### config.mk
export PLATFORM = sky130hd
export DESIGN_NAME = hsep_jobq
export DESIGN_NICKNAME = d
export VERILOG_FILES = /design/src/hdl/hsep_pkg.sv /design/src/hdl/hsep_jobq.sv
export SDC_FILE = /design/constraint.sdc
export NUM_CORES = 1
export LEC_CHECK = 0
export BUFFER_PORTS_ARGS = -buffer_cell sky130_fd_sc_hd__buf_2
export CORE_MARGIN = 2
export CORE_UTILIZATION = 45
export CTS_CLUSTER_SIZE = 30
export DETAILED_ROUTE_END_ITERATION = 7
export PLACE_DENSITY_LB_ADDON = 0.2
export SKIP_CTS_REPAIR_TIMING = 1
export SLEW_MARGIN = 40
export SYNTH_ARGS = -nofsm -noshare
export SYNTH_HDL_FRONTEND = slang
export SYNTH_SLANG_ARGS = --single-unit
### constraint.sdc
create_clock -name clk -period 4.7 [get_ports clk]
set_input_delay 0.47 -clock clk [delete_from_list [all_inputs] [get_ports clk]]
set_output_delay 0.47 -clock clk [all_outputs]
set_load 0.1 [all_outputs]
### src/hdl/hsep_pkg.sv
// shared types and constants for the height slice extent profile block
// no dependencies
`timescale 1ns / 1ps

package hsep_pkg;

	localparam int COORD_W        = 20;
	localparam int EXT_W          = 20;
	localparam int CNT_MAX_W      = 17;
	localparam int MAX_POINTS_DEF = 1024;
	localparam int SLICES_DEF     = 10;

	localparam logic signed [COORD_W-1:0] Z_LOW_RESET    = 20'sd102400;
	localparam logic signed [COORD_W-1:0] Z_HIGH_RESET   = -20'sd102400;
	localparam logic [EXT_W-1:0]          MIN_SPAN_RESET = 20'd102;

	typedef logic signed [COORD_W-1:0] coord_t;

	typedef struct packed {
		coord_t               z_low;
		coord_t               z_high;
		logic [CNT_MAX_W-1:0] count;
		logic                 overflow;
	} job_t;

endpackage

### src/hdl/hsep_jobq.sv
// two-entry queue of cluster jobs between intake and slice pass
// depends on hsep_pkg
`timescale 1ns / 1ps

module hsep_jobq (
	input  logic           clk,
	input  logic           arst_n,
	input  logic           wr,
	input  hsep_pkg::job_t wr_job,
	output logic           q_full,
	output logic           q_valid,
	input  logic           rd,
	output hsep_pkg::job_t rd_job
);
	import hsep_pkg::*;

	job_t       ent_q [2];
	logic       wp_q, rp_q;
	logic [1:0] cnt_q;
	logic       do_wr, do_rd;

	assign q_full  = cnt_q == 2'd2;
	assign q_valid = cnt_q != 2'd0;
	assign rd_job  = ent_q[rp_q];
	assign do_wr   = wr & ~q_full;
	assign do_rd   = rd & q_valid;

	always_ff @(posedge clk) begin
		if (do_wr)
			ent_q[wp_q] <= wr_job;
	end

	always_ff @(posedge clk or negedge arst_n) begin
		if (!arst_n) begin
			wp_q  <= 1'b0;
			rp_q  <= 1'b0;
			cnt_q <= 2'd0;
		end else begin
			if (do_wr)
				wp_q <= ~wp_q;
			if (do_rd)
				rp_q <= ~rp_q;
			if (do_wr && !do_rd)
				cnt_q <= cnt_q + 2'd1;
			else if (do_rd && !do_wr)
				cnt_q <= cnt_q - 2'd1;
		end
	end

endmodule

==> flow_metrics.tcl <==
set metrics [dict create \
    status "completed" \
    io_buffers 121 \
    hpwl_mm 4.67 \
    fmax_mhz 348 \
    clock-sinks 120 \
    overflow 0 \
    rsz0062_at_grt "false" \
    cts_tree "yes" \
    synth_largest_area_cell "edfxtp_1" \
    postSynthCellCount 200 \
    cts.clk_slew.worst_paths_ns 0.06 \
    grt-busiest-layer "met2" \
    cts_made_buffers 17 \
    gp_congestion 0.693 \
    antenna_cells 0 \
    finish.utilization_pct 60.0 \
    first_pass_iters 4 \
    grt_max_degree 41 \
    path_max_fanout 40 \
    fin_skew_ns 0.00844 \
    drc_errors 0 \
    pre_cts_ws_ns 2.31 \
    placed_cells 450 \
    initial_core_util_pct 45.7 \
    period_needed_ns 2.87 \
    crit_path_start_kind "register" \
    wl_mm 7.46 \
    htreeDepth 4 \
    syn_nets 263 \
    endpoint_kind "output pin" \
    nFillCells 752 \
    drtAntennaViolNets 0 \
    ys_types 16 \
    setup-violations-final 0 \
    cts_buffer_depth 2 \
    first_iter_violations 61 \
    die_area_mm2 0.0107 \
    syn_avg_cell_area_um2 22.1 \
    yosysSeqAreaShare_pct 80.9 \
    yosysWarnings 0 \
    tns_ns 0 \
    post_drt_via_cell_ratio 4.73 \
    use_met2_pct 23.5 \
    grtUsageMet1_pct 16.6 \
    clock-root-buffer "clkbuf_8" \
    core.rowCount 36 \
    core_area_mm2 0.00968 \
    worstPathRequired_ns 4.23 \
    track_usage_pct 14.4 \
    die_h_um 103 \
    finalMaxSlewViolations 0 \
    io_pins 122 \
    drive_above_1_share_pct 61.6 \
    met3_usage_pct 6.25 \
    hp-class "primary input to register" \
    multi_input_area_um2 790 \
    grt_pass1_wl_mm 11.0 \
    vias 2282 \
    synth_top_area_share_pct 78.6 \
    arrival_ns 2.40 \
    ys_seq_elements 120 \
    layout_setup_ws_ns 1.83 \
    final_nets 400 \
    synth_area_mm2 0.00443 \
    relSlewSlack_pct 50.9 \
    clkLatencyLatePin_ns 0.50 \
    avgRoutedWirePerCell_um 15.5 \
    seqCellArea_mm2 0.00359 \
    crit_type "register to output pin" \
    ys_top_cells_by_area "edfxtp_1, mux2_2, mux2_4" \
    area_growth_pct 31.2 \
    die_w_um 103 \
    final_cell_count_no_fill 482 \
    tightest_slew_ns 0.735 \
    first_global_vias 2323 \
    period_share_pct 61.1 \
    max_cap_violations 0 \
    antenna_found_initial 0 \
    hold_violations 0 \
]
cells in the mapped netlist (all sizes together):
| library cell | n |
|---|---|
| mux2 | 58 |
| ha | 1 |
| or2 | 1 |
| inv | 2 |
| dfrtp | 4 |
| nand2b | 1 |
| edfxtp | 116 |
| nor2 | 2 |
| xor2 | 2 |
| buf | 7 |
| and3 | 1 |
| nand2 | 2 |
| xnor2 | 3 |
registers in the layout, summed over array words and instances, names as in the netlist:
| register | cells |
|---|---|
| cnt_q | 2 |
| ent_q | 116 |
| rp_q | 1 |
| wp_q | 1 |
final timing paths:
path | slack, ns | end | cells after the start | from
worst min-delay path | 0.15 | ent_q[0][27]$_DFFE_PP_ | 1 | wr_job[27]
worst max register to register | 2.47 | ent_q[0][47]$_DFFE_PP_ | 4 | cnt_q[0]$_DFFE_PN0P_
worst min register to register | 0.49 | cnt_q[1]$_DFFE_PN0P_ | 1 | cnt_q[1]$_DFFE_PN0P_
worst max-delay path | 1.83 | rd_job[55] | 3 | rp_q$_DFFE_PN0P_
min in group asynchronous | 0.31 | cnt_q[0]$_DFFE_PN0P_ | 2 | arst_n
max in group asynchronous | 4.25 | rp_q$_DFFE_PN0P_ | 2 | arst_n
kinds of logic (layout without fill, tap and decap cells):
logic type	after synthesis	in the layout	synth area share [%]
buffers and inverters	9	158	1.47
DFF	120	120	80.9
muxes	58	58	15.6
and+or+nand+nor	7	7	0.763
adders and majority gates	1	1	0.282
xor gates and xnor gates	5	5	0.989
worst max-delay path: stages, from the launching register on:
cell	delay, ns
dfrtp_4	0.80
buf_4	0.40
mux2_2	0.39
buf_2	0.29
per-stage QoR:
step / area [um^2] / hold WS (ns)
5_1_grt: 5810 / 0.128
6_report: 5810 / 0.152
3_3_place_gp: 5180 / 0.284
4_1_cts: 5800 / -0.249
3_5_place_dp: 5180 / 0.285
2_1_floorplan: 4430 / 0.174
cell usage in the layout (no fill, tap or decap):
cell           count
clkinv_2           2
clkbuf_16         16
clkinv_1           1
mux2_2            48
nand2b_1           1
clkbuf_1           1
nor2_4             1
dfrtp_1            3
dlygate4sd3_1      1
bufinv_16          5
clkbuf_8           1
mux2_4            10
clkinvlp_4         3
dfrtp_4            1
buf_2            121
or2_2              1
clkinv_4           2
xnor2_1            3
xor2_1             2
nor2_1             1
and3_2             1
buf_4              3
ha_1               1
nand2_1            2
edfxtp_1         116
inv_1              2
layer usage:
| layer | share of wire, % | vias up |
|---|---|---|
| met3 | 6.9 | 11 |
| met2 | 50 | 77 |
| met1 | 41 | 1128 |
| li1 | - | 1066 |
| met4 | 1.7 | 0 |
| met5 | 0 | - |
layout make-up:
cell class | instances | area share (%)
Clock inverter | 13 | 3.51
Multi-Input combinational cell | 71 | 13.6
Tap cell | 133 | 2.86
Inverter | 2 | 0.129
Sequential cell | 120 | 61.7
Clock buffer | 18 | 7.19
Timing Repair Buffer | 125 | 11.0
Power is left out: the tool's default activity adds up to more than one toggle a clock period on the data nets, which glitch-free logic cannot reach.
