`config.mk`:
```
export PLATFORM = sky130hd
export DESIGN_NAME = hsep_back
export DESIGN_NICKNAME = d
export VERILOG_FILES = /design/src/hdl/hsep_pkg.sv /design/src/hdl/hsep_back.sv
export SDC_FILE = /design/constraint.sdc
export NUM_CORES = 2
export LEC_CHECK = 0
export BUFFER_PORTS_ARGS = -buffer_cell sky130_fd_sc_hd__buf_2
export CORE_ASPECT_RATIO = 0.75
export CORE_MARGIN = 1.5
export CORE_UTILIZATION = 55
export DETAILED_ROUTE_END_ITERATION = 16
export PLACE_DENSITY = 0.72
export SLEW_MARGIN = 20
export SYNTH_ARGS = -nofsm -noshare
export SYNTH_HDL_FRONTEND = slang
export SYNTH_SLANG_ARGS = --single-unit
```
`constraint.sdc`:
```
create_clock -name clk -period 19.6 [get_ports clk]
set_input_delay 0.98 -clock clk [delete_from_list [all_inputs] [get_ports clk]]
set_output_delay 0.98 -clock clk [all_outputs]
set_load 0.1 [all_outputs]
```
`src/hdl/hsep_pkg.sv`:
```
// shared types and constants for the height slice extent profile block
// no dependencies
`timescale 1ns / 1ps

package hsep_pkg;

	localparam int COORD_W        = 20;
	localparam int EXT_W          = 20;
	localparam int CNT_MAX_W      = 17;
	localparam int MAX_POINTS_DEF = 1024;
	localparam int SLICES_DEF     = 10;

	localparam logic signed [COORD_W-1:0] Z_LOW_RESET    = 20'sd102400;
	localparam logic signed [COORD_W-1:0] Z_HIGH_RESET   = -20'sd102400;
	localparam logic [EXT_W-1:0]          MIN_SPAN_RESET = 20'd102;

	typedef logic signed [COORD_W-1:0] coord_t;

	typedef struct packed {
		coord_t               z_low;
		coord_t               z_high;
		logic [CNT_MAX_W-1:0] count;
		logic                 overflow;
	} job_t;

endpackage

```
`src/hdl/hsep_back.sv`:
```
// slice pass: thresholds, per-point slice binning, bounds update, result emission
// depends on hsep_pkg; reads the point memory held in hsep_front
`timescale 1ns / 1ps

module hsep_back #(
	parameter int MAX_POINTS = hsep_pkg::MAX_POINTS_DEF,
	parameter int SLICES     = hsep_pkg::SLICES_DEF,
	localparam int AW = (MAX_POINTS > 1) ? $clog2(MAX_POINTS) : 1,
	localparam int SW = $clog2(SLICES)
) (
	input  logic                           clk,
	input  logic                           arst_n,
	input  logic [hsep_pkg::EXT_W-1:0]     min_span,
	input  logic                           job_valid,
	output logic                           job_pop,
	input  hsep_pkg::job_t                 job,
	output logic                           mem_release,
	output logic [AW-1:0]                  rd_addr,
	input  logic [3*hsep_pkg::COORD_W-1:0] rd_data,
	output logic                           empty,
	input  logic                           pop,
	output logic [SW-1:0]                  slice_number,
	output logic [hsep_pkg::EXT_W-1:0]     extent_long,
	output logic [hsep_pkg::EXT_W-1:0]     extent_short,
	output logic                           points_dropped,
	output logic                           final_slice
);
	import hsep_pkg::*;

	localparam int CW = $clog2(MAX_POINTS + 1);
	localparam int MW = COORD_W + SW;

	localparam logic [2:0] ST_IDLE  = 3'd0;
	localparam logic [2:0] ST_SETUP = 3'd1;
	localparam logic [2:0] ST_PASS  = 3'd2;
	localparam logic [2:0] ST_DRAIN = 3'd3;
	localparam logic [2:0] ST_EMIT  = 3'd4;

	logic [2:0]         state_q;
	coord_t             z_low_q;
	logic [COORD_W-1:0] span_q;
	logic [CW-1:0]      count_q;
	logic               ovf_q, usable_q;
	logic [MW-1:0]      acc_q, acc_n;
	logic [MW-1:0]      thr_q [1:SLICES-1];
	logic [SW-1:0]      k_q, emit_q;
	logic [AW-1:0]      addr_q;
	logic               last_k, last_addr;

	logic               v_s1, v_s2, v_s3;
	logic [MW-1:0]      m_s2;
	coord_t             x_s2, y_s2, x_s3, y_s3;
	logic [SW-1:0]      idx_s3, idx_n;

	coord_t             xmin_q [SLICES];
	coord_t             xmax_q [SLICES];
	coord_t             ymin_q [SLICES];
	coord_t             ymax_q [SLICES];
	logic [SLICES-1:0]  occ_q;
	logic [SW-1:0]      sel;
	coord_t             xmin_r, xmax_r, ymin_r, ymax_r;

	logic signed [COORD_W:0] span_w, zd, xd, yd;
	logic [COORD_W-1:0]      d_w, ex, ey;
	logic                    usable_w, emit_go;

	logic               out_v_q;

	// job load
	assign job_pop  = (state_q == ST_IDLE) && job_valid;
	assign span_w   = {job.z_high[COORD_W-1], job.z_high} - {job.z_low[COORD_W-1], job.z_low};
	assign usable_w = !span_w[COORD_W] && (span_w != '0) && (span_w[COORD_W-1:0] >= min_span);

	assign acc_n     = acc_q + MW'(span_q);
	assign last_k    = k_q == SW'(SLICES - 1);
	assign last_addr = (CW'(addr_q) + CW'(1)) == count_q;
	assign rd_addr   = addr_q;

	always_comb begin
		mem_release = 1'b0;
		if (state_q == ST_SETUP && last_k && !(usable_q && count_q != '0))
			mem_release = 1'b1;
		if (state_q == ST_PASS && last_addr)
			mem_release = 1'b1;
	end

	// slice index from the point z
	assign zd  = {rd_data[COORD_W-1], rd_data[COORD_W-1:0]} - {z_low_q[COORD_W-1], z_low_q};
	assign d_w = zd[COORD_W] ? '0 : zd[COORD_W-1:0];

	always_comb begin
		idx_n = '0;
		for (int k = 1; k < SLICES; k++) begin
			if (thr_q[k] <= m_s2)
				idx_n = idx_n + SW'(1);
		end
	end

	// bounds read: emission index or update index
	assign sel    = (state_q == ST_EMIT) ? emit_q : idx_s3;
	assign xmin_r = xmin_q[sel];
	assign xmax_r = xmax_q[sel];
	assign ymin_r = ymin_q[sel];
	assign ymax_r = ymax_q[sel];

	assign xd = {xmax_r[COORD_W-1], xmax_r} - {xmin_r[COORD_W-1], xmin_r};
	assign yd = {ymax_r[COORD_W-1], ymax_r} - {ymin_r[COORD_W-1], ymin_r};
	assign ex = occ_q[sel] ? xd[COORD_W-1:0] : '0;
	assign ey = occ_q[sel] ? yd[COORD_W-1:0] : '0;

	assign emit_go = (state_q == ST_EMIT) && (!out_v_q || pop);
	assign empty   = !out_v_q;

	always_ff @(posedge clk) begin
		if (job_pop) begin
			z_low_q  <= job.z_low;
			span_q   <= span_w[COORD_W-1:0];
			count_q  <= job.count[CW-1:0];
			ovf_q    <= job.overflow;
			usable_q <= usable_w;
		end
		if (state_q == ST_SETUP)
			thr_q[k_q] <= acc_n;

		m_s2   <= MW'(d_w) * MW'(SLICES);
		x_s2   <= rd_data[3*COORD_W-1:2*COORD_W];
		y_s2   <= rd_data[2*COORD_W-1:COORD_W];
		idx_s3 <= idx_n;
		x_s3   <= x_s2;
		y_s3   <= y_s2;

		if (v_s3) begin
			if (!occ_q[idx_s3] || x_s3 < xmin_r)
				xmin_q[idx_s3] <= x_s3;
			if (!occ_q[idx_s3] || x_s3 > xmax_r)
				xmax_q[idx_s3] <= x_s3;
			if (!occ_q[idx_s3] || y_s3 < ymin_r)
				ymin_q[idx_s3] <= y_s3;
			if (!occ_q[idx_s3] || y_s3 > ymax_r)
				ymax_q[idx_s3] <= y_s3;
		end

		if (emit_go) begin
			slice_number   <= emit_q;
			extent_long    <= (ex > ey) ? ex : ey;
			extent_short   <= (ex > ey) ? ey : ex;
			points_dropped <= ovf_q;
			final_slice    <= emit_q == SW'(SLICES - 1);
		end
	end

	always_ff @(posedge clk or negedge arst_n) begin
		if (!arst_n) begin
			state_q <= ST_IDLE;
			acc_q   <= '0;
			k_q     <= '0;
			addr_q  <= '0;
			emit_q  <= '0;
			occ_q   <= '0;
			v_s1    <= 1'b0;
			v_s2    <= 1'b0;
			v_s3    <= 1'b0;
			out_v_q <= 1'b0;
		end else begin
			v_s1 <= state_q == ST_PASS;
			v_s2 <= v_s1;
			v_s3 <= v_s2;
			if (v_s3)
				occ_q[idx_s3] <= 1'b1;

			if (emit_go)
				out_v_q <= 1'b1;
			else if (pop)
				out_v_q <= 1'b0;

			unique case (state_q)
				ST_IDLE: begin
					if (job_valid) begin
						acc_q   <= '0;
						k_q     <= SW'(1);
						occ_q   <= '0;
						state_q <= ST_SETUP;
					end
				end
				ST_SETUP: begin
					acc_q <= acc_n;
					k_q   <= k_q + SW'(1);
					if (last_k) begin
						addr_q <= '0;
						emit_q <= '0;
						if (usable_q && count_q != '0)
							state_q <= ST_PASS;
						else
							state_q <= ST_EMIT;
					end
				end
				ST_PASS: begin
					addr_q <= addr_q + AW'(1);
					if (last_addr)
						state_q <= ST_DRAIN;
				end
				ST_DRAIN: begin
					if (!v_s1 && !v_s2 && !v_s3)
						state_q <= ST_EMIT;
				end
				ST_EMIT: begin
					if (emit_go) begin
						emit_q <= emit_q + SW'(1);
						if (emit_q == SW'(SLICES - 1))
							state_q <= ST_IDLE;
					end
				end
				default: begin
					state_q <= ST_IDLE;
				end
			endcase
		end
	end

endmodule

```
==> impl_metrics.ini <==
[synthesis]
synth_area_leader_cell = edfxtp_1
synth.distinct_cells = 87
syn_nets = 5521
synth.avg_cell_area_um2 = 12.29
synthTopCellsByArea = edfxtp_1 (56%), ha_1 (9.9%), nand2_1 (5.3%)
syn_area_um2 = 60180
ys_seq_elements = 1281
synth_ff_type = edfxtp_1
yosysWarnings = 0
synth_top_area_share_pct = 55.63
synthCells = 4898
ys_async_sr_fraction_pct = 4.606
seq_area_frac_synth_pct = 61.65
synth_edf_count = 1115

[sta]
setup_viol = 0
period_needed_ps = 10220
tightestPinTransition_ps = 1083
setup_tns_ps = 0
grt_setup_unrepaired = no
slew_viol_final = 0
max_freq_mhz = 97.84
hold_violations = 0
timing.slew.headroom_pct = 27.77
period_share_pct = 52.15
skew_ps = 32.08

[min_path]
hold_end = x_s3[6]$_DFF_P_
worstHoldPathType = reg2reg
hold_depth = 0
min-delay-start = x_s2[6]$_DFF_P_

[clock_tree]
cts_hold_buf = 0
cts_tree = yes
cts_setup_buffers = 0
htree_levels = 3
clockBufferDepth = 3
cts.sinks = 1281
cts_made_buffers = 120
ctsResizeCount = 0
path_clk_slew_ps = 60
clk_latency_ps = 750
cts_root_buf = clkbuf_16

[worst_setup_path]
regToRegStartpoint = state_q[1]$_DFFE_PN0P_
r2r_slack_ps = 9380
critPathCaptureType = flip-flop
worstReg2RegEnd = extent_long[11]$_DFFE_PP_
cp_slowest_cell = mux2i_4
rr_worst_depth = 34
path_max_fanout = 127
startpoint_type = flip-flop
max_stage_delay_ps = 790
arrival_ps = 10690
critPathKind = reg2reg
required_ps = 20070

[routing]
drt_iter0_drc = 4594
vias = 40316
wirelength_mm = 153.8
avgRoutedWirePerCell_um = 22.98
viasPerCell = 6.023
dr.pass1.iters = 5
antenna_left = 0
drc = 0

[finish]
drive_above_1_share_pct = 12.41
regArea_um2 = 37100
final_common_cell = edfxtp_1
multi_input_area_um2 = 21820
fin_nets = 5776
syn2layout_area_growth_pct = 11.87
mostFrequentLayoutCells = edfxtp_1 (1,115), nand2_1 (849), ha_1 (475)
fillers = 8039

[floorplanning]
start_util_pct = 55.79
die_w_um = 385.0
dieArea_um2 = 111400
fp.coreArea_um2 = 107900
die_y_um = 289.5
num_rows = 104
design.portCount = 201

[placement]
dp_hpwl_mm = 100.5
place_congestion = 0.9134
port_buffers = 194

[global_routing]
grt_max_degree = 128
first_global_vias = 37388
grt_pass1_wl_mm = 228.9
grt_overflow = 0
grtUsageTotal_pct = 27.45
antenna_found_initial = 6

[run_status]
status = finished clean

[run]
cap_violations = 0
[worst max-delay path, delay by kind of cell (launching register included)]
kind                     cells  cell delay, ps
flip-flops                   1             520
AO/OA/AOI/OAI               15            3010
buffers and inverters        5            2750
adder cells (fa/ha/maj)      2             720
multiplexers                 3            1680
AND/OR/NAND/NOR              9            1170
[cell type report]
type | instances | area share [%]
Clock buffer | 174 | 4.984
Antenna cell | 3 | 0.01115
Inverter | 225 | 1.258
Sequential cell | 1281 | 55.11
Timing Repair Buffer | 312 | 2.814
Tap cell | 1431 | 2.659
Multi-Input combinational cell | 3213 | 32.40
Clock inverter | 55 | 0.7638
[synthesized netlist by cell type, types with 84 or more instances]
cell,count
o21ai_0,147
edfxtp_1,1115
nand3_1,233
a21oi_1,247
inv_1,223
clkbuf_1,146
ha_1,475
dfxtp_1,107
nand2_1,849
xnor2_1,84
mux2i_1,97
and3_1,98
nor2_1,173
[worst max-delay path by stage]
| stage | startpoint | end | slack (ps) | cells after the start |
|---|---|---|---|---|
| 6_report | state_q[1]$_DFFE_PN0P_ | extent_long[11]$_DFFE_PP_ | 9380 | 34 |
| 5_1_grt | state_q[1]$_DFFE_PN0P_ | extent_long[11]$_DFFE_PP_ | 8780 | 31 |
| 4_1_cts | state_q[1]$_DFFE_PN0P_ | extent_long[11]$_DFFE_PP_ | 9470 | 34 |
| 3_5_place_dp | state_q[1]$_DFFE_PN0P_ | extent_long[11]$_DFFE_PP_ | 9530 | 34 |
| 3_3_place_gp | state_q[1]$_DFFE_PN0P_ | extent_long[11]$_DFFE_PP_ | 9670 | 34 |
| 2_1_floorplan | state_q[0]$_DFFE_PN0P_ | extent_long[10]$_DFFE_PP_ | 11550 | 37 |
[routing by layer]
metal / share of wire (%) / track usage (%)
met5: 0.025 / 0
met4: 1.7 / 5.325
met1: 47 / 44.46
met3: 12 / 6.748
met2: 40 / 37.06
[flip-flops by register name, indices dropped and copies added, names as in the netlist, 10 cells and up]
register / count
occ_q: 10
thr_q: 216
count_q: 11
x_s2: 20
m_s2: 23
x_s3: 20
y_s3: 20
z_low_q: 20
span_q: 20
y_s2: 20
ymin_q: 200
xmin_q: 200
xmax_q: 200
acc_q: 24
ymax_q: 200
rd_addr: 10
extent_short: 20
extent_long: 20
[cell families (layout without fill, tap and decap cells)]
group / Yosys count / in the layout / share of synthesized area, %
multiplexers: 137 / 137 / 2.418
buffers and inverters: 404 / 766 / 2.565
AND/OR/NAND/NOR: 1660 / 1660 / 12.62
AO/OA/AOI/OAI: 811 / 811 / 8.819
XOR/XNOR: 124 / 124 / 1.852
other: 0 / 3 / 0
adder cells (fa/ha/maj): 481 / 481 / 10.07
flip-flops: 1281 / 1281 / 61.65
[metrics by stage]
step           hold slack (ps)  worst slack [ps]  instance area, um^2  utilization (%)  cells
2_1_floorplan            309.6             11550                60180                -   4898
3_3_place_gp             309.5              9668                63410            58.78   6462
3_5_place_dp             312.1              9534                63410            58.78   6462
4_1_cts                  287.6              9469                67280            62.37   6691
5_1_grt                  297.6              8780                67320            62.41   6692
6_report                 326.1              9379                67330            62.41   6694
Power is left out: the tool's default activity adds up to more than one toggle a clock period on the data nets, which glitch-free logic cannot reach.
